## src/rtl/core/ftint_pkg.sv

```systemverilog
// shared types and constants for the frost tint and highlight pixel block
package ftint_pkg;

    localparam int unsigned MAX_HEIGHT = 1024;
    localparam int unsigned ROW_CMP_W  = 13;

    localparam logic [8:0]  WEIGHT_FULL = 9'd256;
    localparam logic [7:0]  LUMA_R      = 8'd54;
    localparam logic [7:0]  LUMA_G      = 8'd183;
    localparam logic [7:0]  LUMA_B      = 8'd19;
    localparam logic [31:0] OPAQUE_WHITE = 32'hFFFF_FFFF;
    localparam logic [7:0]  ALPHA_OPAQUE = 8'hFF;

    localparam logic [8:0]  WEIGHT_RST = 9'd64;
    localparam logic [15:0] THRESH_RST = 16'd49613;
    localparam logic [9:0]  TOP_RST    = 10'd0;
    localparam logic [9:0]  THICK_RST  = 10'd5;

    typedef enum logic [1:0] {
        CFG_WEIGHT = 2'd0,
        CFG_THRESH = 2'd1,
        CFG_TOP    = 2'd2,
        CFG_THICK  = 2'd3
    } t_cfg_idx;

    typedef struct packed {
        logic [8:0]  weight;
        logic [15:0] thresh;
        logic [9:0]  top;
        logic [9:0]  thick;
    } t_cfg;

    // blended pixel between the blend and shade stages
    typedef struct packed {
        logic        pass;
        logic [31:0] sprite;
        logic [7:0]  red;
        logic [7:0]  green;
        logic [7:0]  blue;
        logic        in_band;
    } t_mid;

endpackage

```

## src/rtl/core/ftint_blend.sv

```systemverilog
// blend stage: per-channel weighted mix and band check, registered
module ftint_blend
    import ftint_pkg::*;
(
    input  logic        i_clk,
    input  logic        i_load,
    input  t_cfg        i_cfg,
    input  logic [31:0] i_sprite_pixel,
    input  logic [23:0] i_overlay_pixel,
    input  logic [9:0]  i_pixel_row,
    output t_mid        o_mid
);

    t_mid r_mid;
    t_mid n_mid;

    logic [8:0]           w_sat;
    logic [8:0]           w_inv;
    logic [ROW_CMP_W-1:0] band_sum;
    logic [ROW_CMP_W-1:0] band_end;
    logic [ROW_CMP_W-1:0] row_ext;
    logic [ROW_CMP_W-1:0] top_ext;

    function automatic logic [7:0] mix(input logic [7:0] s, input logic [7:0] o,
                                       input logic [8:0] w, input logic [8:0] wi);
        logic [16:0] acc;
        acc = 17'({9'd0, s} * {8'd0, w}) + 17'({9'd0, o} * {8'd0, wi});
        return acc[15:8];
    endfunction

    always_comb begin
        w_sat    = (i_cfg.weight > WEIGHT_FULL) ? WEIGHT_FULL : i_cfg.weight;
        w_inv    = WEIGHT_FULL - w_sat;
        row_ext  = ROW_CMP_W'(i_pixel_row);
        top_ext  = ROW_CMP_W'(i_cfg.top);
        band_sum = top_ext + ROW_CMP_W'(i_cfg.thick);
        // inclusive band end stops at the last image row
        band_end = (band_sum > ROW_CMP_W'(MAX_HEIGHT - 1)) ?
                   ROW_CMP_W'(MAX_HEIGHT - 1) : band_sum;

        n_mid.pass    = (i_sprite_pixel[31:24] == 8'd0);
        n_mid.sprite  = i_sprite_pixel;
        n_mid.red     = mix(i_sprite_pixel[23:16], i_overlay_pixel[23:16], w_sat, w_inv);
        n_mid.green   = mix(i_sprite_pixel[15:8], i_overlay_pixel[15:8], w_sat, w_inv);
        n_mid.blue    = mix(i_sprite_pixel[7:0], i_overlay_pixel[7:0], w_sat, w_inv);
        n_mid.in_band = (row_ext < ROW_CMP_W'(MAX_HEIGHT)) && (row_ext >= top_ext) &&
                        (row_ext <= band_end);
    end

    always_ff @(posedge i_clk) begin
        if (i_load) begin
            r_mid <= n_mid;
        end
    end

    assign o_mid = r_mid;

endmodule

```

## src/rtl/core/ftint_shade.sv

```systemverilog
// shade stage: luminance, threshold test and output pixel, registered
module ftint_shade
    import ftint_pkg::*;
(
    input  logic        i_clk,
    input  logic        i_load,
    input  logic [15:0] i_thresh,
    input  t_mid        i_mid,
    output logic [31:0] o_out_pixel,
    output logic        o_highlighted
);

    logic [31:0] r_pixel;
    logic        r_hl;
    logic [31:0] n_pixel;
    logic        n_hl;
    logic [15:0] luma;

    always_comb begin
        luma = 16'({8'd0, i_mid.red} * {8'd0, LUMA_R})
             + 16'({8'd0, i_mid.green} * {8'd0, LUMA_G})
             + 16'({8'd0, i_mid.blue} * {8'd0, LUMA_B});
        if (i_mid.pass) begin
            n_pixel = i_mid.sprite;
            n_hl    = 1'b0;
        end else if (i_mid.in_band && (luma >= i_thresh)) begin
            n_pixel = OPAQUE_WHITE;
            n_hl    = 1'b1;
        end else begin
            n_pixel = {ALPHA_OPAQUE, i_mid.red, i_mid.green, i_mid.blue};
            n_hl    = 1'b0;
        end
    end

    always_ff @(posedge i_clk) begin
        if (i_load) begin
            r_pixel <= n_pixel;
            r_hl    <= n_hl;
        end
    end

    assign o_out_pixel   = r_pixel;
    assign o_highlighted = r_hl;

endmodule

```

## src/rtl/core/frost_tint_highlight_pixel.sv

```systemverilog
// top level: config registers, input register and three-stage pixel pipeline
// Takes one pixel per clock when the output side keeps up. Each pixel goes
// through three register stages (input, blend, shade). A pixel taken into the
// input register moves through the blend register into the result register,
// from which its result is offered. The blend multipliers and the
// luminance multipliers sit in separate stages. Each stage holds its word
// while the next one is full, so a stall on the output backs up one stage at a
// time and o_in_stall rises only when all three stages hold a word and the
// output is stalled.
// Configuration writes are taken every cycle and should be made while idle.
module frost_tint_highlight_pixel
    import ftint_pkg::*;
(
    input  logic        i_clk,
    input  logic        i_rst_n,
    input  logic        i_cfg_valid,
    output logic        o_cfg_ready,
    input  logic [1:0]  i_cfg_index,
    input  logic [15:0] i_cfg_data,
    input  logic        i_in_valid,
    output logic        o_in_stall,
    input  logic [31:0] i_sprite_pixel,
    input  logic [23:0] i_overlay_pixel,
    input  logic [9:0]  i_pixel_row,
    output logic        o_out_valid,
    input  logic        i_out_stall,
    output logic [31:0] o_out_pixel,
    output logic        o_highlighted
);

    t_cfg        r_cfg;
    logic        r_in_valid;
    logic        r_mid_valid;
    logic        r_out_valid;
    logic [31:0] r_sprite;
    logic [23:0] r_overlay;
    logic [9:0]  r_row;
    t_mid        mid;
    logic        out_free;
    logic        mid_free;
    logic        in_free;

    always_comb begin
        out_free = !r_out_valid || !i_out_stall;
        mid_free = !r_mid_valid || out_free;
        in_free  = !r_in_valid || mid_free;
    end

    assign o_cfg_ready = 1'b1;
    assign o_in_stall  = !in_free;
    assign o_out_valid = r_out_valid;

    always_ff @(posedge i_clk) begin
        if (!i_rst_n) begin
            r_cfg.weight <= WEIGHT_RST;
            r_cfg.thresh <= THRESH_RST;
            r_cfg.top    <= TOP_RST;
            r_cfg.thick  <= THICK_RST;
        end else if (i_cfg_valid) begin
            case (t_cfg_idx'(i_cfg_index))
                CFG_WEIGHT: r_cfg.weight <= i_cfg_data[8:0];
                CFG_THRESH: r_cfg.thresh <= i_cfg_data;
                CFG_TOP:    r_cfg.top    <= i_cfg_data[9:0];
                CFG_THICK:  r_cfg.thick  <= i_cfg_data[9:0];
                default: begin
                end
            endcase
        end
    end

    always_ff @(posedge i_clk) begin
        if (!i_rst_n) begin
            r_in_valid  <= 1'b0;
            r_mid_valid <= 1'b0;
            r_out_valid <= 1'b0;
        end else begin
            if (in_free) begin
                r_in_valid <= i_in_valid;
            end
            if (mid_free) begin
                r_mid_valid <= r_in_valid;
            end
            if (out_free) begin
                r_out_valid <= r_mid_valid;
            end
        end
    end

    always_ff @(posedge i_clk) begin
        if (in_free && i_in_valid) begin
            r_sprite  <= i_sprite_pixel;
            r_overlay <= i_overlay_pixel;
            r_row     <= i_pixel_row;
        end
    end

    ftint_blend u_blend (
        .i_clk           (i_clk),
        .i_load          (mid_free && r_in_valid),
        .i_cfg           (r_cfg),
        .i_sprite_pixel  (r_sprite),
        .i_overlay_pixel (r_overlay),
        .i_pixel_row     (r_row),
        .o_mid           (mid)
    );

    ftint_shade u_shade (
        .i_clk         (i_clk),
        .i_load        (out_free && r_mid_valid),
        .i_thresh      (r_cfg.thresh),
        .i_mid         (mid),
        .o_out_pixel   (o_out_pixel),
        .o_highlighted (o_highlighted)
    );

endmodule
```

## config.mk

```make
export PLATFORM = sky130hd
export DESIGN_NAME = frost_tint_highlight_pixel
export DESIGN_NICKNAME = d
export VERILOG_FILES = /design/src/rtl/core/ftint_pkg.sv /design/src/rtl/core/ftint_blend.sv /design/src/rtl/core/ftint_shade.sv /design/src/rtl/core/frost_tint_highlight_pixel.sv
export SDC_FILE = /design/constraint.sdc
export NUM_CORES = 1
export LEC_CHECK = 0
export BUFFER_PORTS_ARGS = -buffer_cell sky130_fd_sc_hd__buf_2
export CORE_MARGIN = 2
export CORE_UTILIZATION = 58
export DETAILED_ROUTE_END_ITERATION = 6
export GPL_ROUTABILITY_DRIVEN = 0
export MAX_ROUTING_LAYER = met4
export PLACE_DENSITY = 0.79
export REMOVE_ABC_BUFFERS = 1
export SLEW_MARGIN = 0
export SYNTH_ARGS = -nofsm -noshare
export SYNTH_HDL_FRONTEND = slang
export SYNTH_SLANG_ARGS = --single-unit
export TNS_END_PERCENT = 30
```

## constraint.sdc

```tcl
create_clock -name i_clk -period 6.35 [get_ports i_clk]
set_input_delay 1.27 -clock i_clk [delete_from_list [all_inputs] [get_ports i_clk]]
set_output_delay 1.27 -clock i_clk [all_outputs]
set_load 0.05 [all_outputs]
```

==> results.md <==
- Min Tclk post-route: 6.72 ns
- Fin crit share: 106%
- Gr usage total: 28.6%
- Final instance area: 28300 um2
- Synthesis-to-layout area growth: 12.3%
- Synth top area share: 30.2%
- Initial antenna violation count: 1
- Worst-Skew Late Latency: 0.58 ns
- Area of placed instances: 27200 um2
- Hold EP: u_blend.o_mid[51]
- CTS root buf: clkbuf_16
- Failing checks: setup timing
- Worst Hold Class: flip-flop to flip-flop
- Ratio of cells with drive above 1 in the final layout: 12.4%
- Max Used Layer: met4
- DRT iter0 DRCs: 1101
- Worst Setup Path Type: flip-flop to flip-flop
- Max-cap violations: 0
- Post-DRT Antenna Nets: 0
- Critical Path RT: 6.67 ns
- Post-synth top area cell: fa_1
- CTS tree: yes
- Worst reg-to-reg setup slack: -0.37 ns
- Reg2reg start: u_blend.o_mid[16]
- Crit path DAT: 7.04 ns
- Die height: 212 um
- Met2 wire length: 29.7 mm
- R2r endpoint: u_shade.o_out_pixel[10]
- Hold depth: 0
- Post-synthesis sequential area ratio: 22.5%
- Crit path max fanout: 6
- Via/cell ratio: 5.40
- Final Non-Filler Cells: 3290
- # hold bufs at CTS: 0
- Clock-pin slew on the worst setup and hold paths: 0.06 ns
- Worst r2r path cells: 25
- Final Slew Violations: 0
- Mapped cell area: 25200 um2
- Avg WL per Cell: 18.2 um
- Syn avg cell area: 10.1 um2
- Core Box Area: 43000 um2
- Vias in the first global route: 19500
- Clock buffer depth: 3
- Die X: 212 um
- Die Area: 45100 um2
- Vias: 17800
- Run status: finished, violations left
- HPWL after DPL: 46.2 mm
- RSZ-0062 raised after global routing: true
- Hold Path Origin: r_sprite[26]
- Slew margin rel.: 30.6%
- Most common cell in the netlist: inv_1
- Crit path launch type: flip-flop
- Final setup margin: -0.374 ns
- Overflow after GRT: 0
- Most area-consuming cells after synthesis: fa_1 (30%), edfxtp_1 (19%), ha_1 (15%)
- DRC viols: 0
- Hold Fails Final Rpt: 0
- Synth cell types: 65
- Worst Setup End Kind: flip-flop
- #FFs+latches synth: 205
- Final setup vio count: 32
- First-pass GRT wire length: 97.4 mm
- Placed insts: 3230
- WL met1: 23.5 mm
- Fmax: 0.149 GHz
- Ys flop type: edfxtp_1
- Cells after Synth: 2499
- Row Count: 76
- Wire length on met3: 3.40 mm
- CTS buffer count: 26
- Nets: 3463
- Final Routed Wirelength: 59.9 mm
- Pin count of the biggest net entering global routing: 59
- Drt pass-1 iters: 5
- # clock sinks: 205
- Top-Level Pins: 125
- H-tree depth: 1
- YS warnings: 0
- Clock Skews: 0.0256 ns
- Fin Setup TNS: -9.46 ns
- Post-synth EDFFs: 157
- Commonest cells post-synth: inv_1 (557), fa_1 (380), ha_1 (309)
- Final core occ: 65.9%
- Slew @ Worst Pin: 1.04 ns
- Initial core utilization: 58.7%
- Buffers added on ports: 123
- Async S/R FF share, synth: 0%
[cell families (layout without fill, tap and decap cells)]
| logic type | Yosys count | in the layout | synth area share (%) |
|---|---|---|---|
| xor+xnor | 83 | 83 | 2.88 |
| compound gates | 175 | 175 | 4.92 |
| flops | 205 | 205 | 22.5 |
| other cells | 1 | 2 | 0.0149 |
| fa+ha+maj | 689 | 689 | 45.5 |
| mux | 25 | 25 | 0.993 |
| buf+inv | 637 | 842 | 9.58 |
| simple gates | 684 | 684 | 13.6 |
[worst max-delay path by stage]
| stage | from | endpoint | slack, ns | depth (start not counted) |
|---|---|---|---|---|
| finish | u_blend.o_mid[16] | u_shade.o_out_pixel[10] | -0.37 | 25 |
| global route | u_blend.o_mid[16] | u_shade.o_out_pixel[1] | -0.55 | 25 |
| CTS | u_blend.o_mid[4] | u_shade.o_out_pixel[11] | -0.24 | 25 |
| detailed placement | u_blend.o_mid[15] | u_shade.o_out_pixel[21] | -0.51 | 24 |
| global placement | u_blend.o_mid[15] | u_shade.o_out_pixel[7] | -0.25 | 24 |
| floorplan | r_cfg[44] | u_blend.o_mid[8] | -1.22 | 23 |
[per-stage QoR]
stage                     setup slack, ns  hold WS (ns)
after floorplan                     -1.22         0.417
after global placement             -0.255         0.421
after detailed placement           -0.510         0.434
after CTS                          -0.239         0.448
after global routing               -0.545         0.474
final                              -0.374         0.438
[timing repair]
item,4_1_cts,5_1_grt
endpoints found under the setup margin,40,43
hold endpoints to repair,0,0
resized for setup,25,19
gates cloned,3,0
setup buffers,7,3
pin swaps,14,19
[worst max-delay path, cell delays in order, from the launching register on]
cell and delay (ns):
edfxtp_1 0.42, fa_1 0.58, inv_2 0.04, fa_1 0.49
inv_2 0.04, fa_1 0.47, fa_1 0.52, fa_1 0.54
inv_1 0.06, fa_1 0.51, inv_2 0.05, ha_4 0.22
a21o_1 0.17, a31oi_2 0.19, nor2_2 0.08, a2111oi_4 0.32
a21oi_2 0.14, nor4_2 0.28, nor4bb_2 0.09, ha_1 0.32
a21oi_2 0.18, nand4_1 0.17, o21ai_4 0.21, buf_12 0.16
buf_16 0.15, nand2_2 0.05
[final cells by class]
| cell class | instances | area (um2) |
|---|---|---|
| flip-flops and latches | 205 | 5680 |
| clock buffers | 32 | 673 |
| fillers | 3296 | 14700 |
| multi-input cells | 1657 | 17300 |
| clock inverters | 15 | 189 |
| diodes | 1 | 2.50 |
| repair buffers | 238 | 1620 |
| well taps | 585 | 732 |
| inverters | 557 | 2090 |
[metal layers]
| metal | GRT usage (%) | vias up |
|---|---|---|
| met4 | 13.2 | 0 |
| li1 | - | 8062 |
| met5 | - | - |
| met3 | 4.36 | 185 |
| met1 | 34.2 | 8944 |
| met2 | 48.0 | 562 |
[flip-flops by register name (all words and copies together) (netlist names)]
| signal | cells |
|---|---|
| r_mid_valid | 1 |
| r_overlay | 24 |
| r_cfg | 45 |
| u_shade.o_out_pixel | 32 |
| r_in_valid | 1 |
| o_out_valid | 1 |
| u_blend.o_mid | 58 |
| r_sprite | 32 |
| u_shade.o_highlighted | 1 |
| r_row | 10 |
[cell usage in the layout, fill, tap and decap left out, drive strengths merged, types with 27 or more instances in the layout]
cell type,synthesis,layout
buf,21,238
dfxtp,48,48
fa,380,380
nand2,293,293
inv,557,557
clkbuf,59,32
edfxtp,157,157
ha,309,309
nor2,49,49
a21boi,27,27
nor2b,32,32
and2,243,243
a21oi,44,44
xnor2,59,59
Power is left out: the tool's default activity adds up to more than one toggle a clock period on the data nets, which glitch-free logic cannot reach.
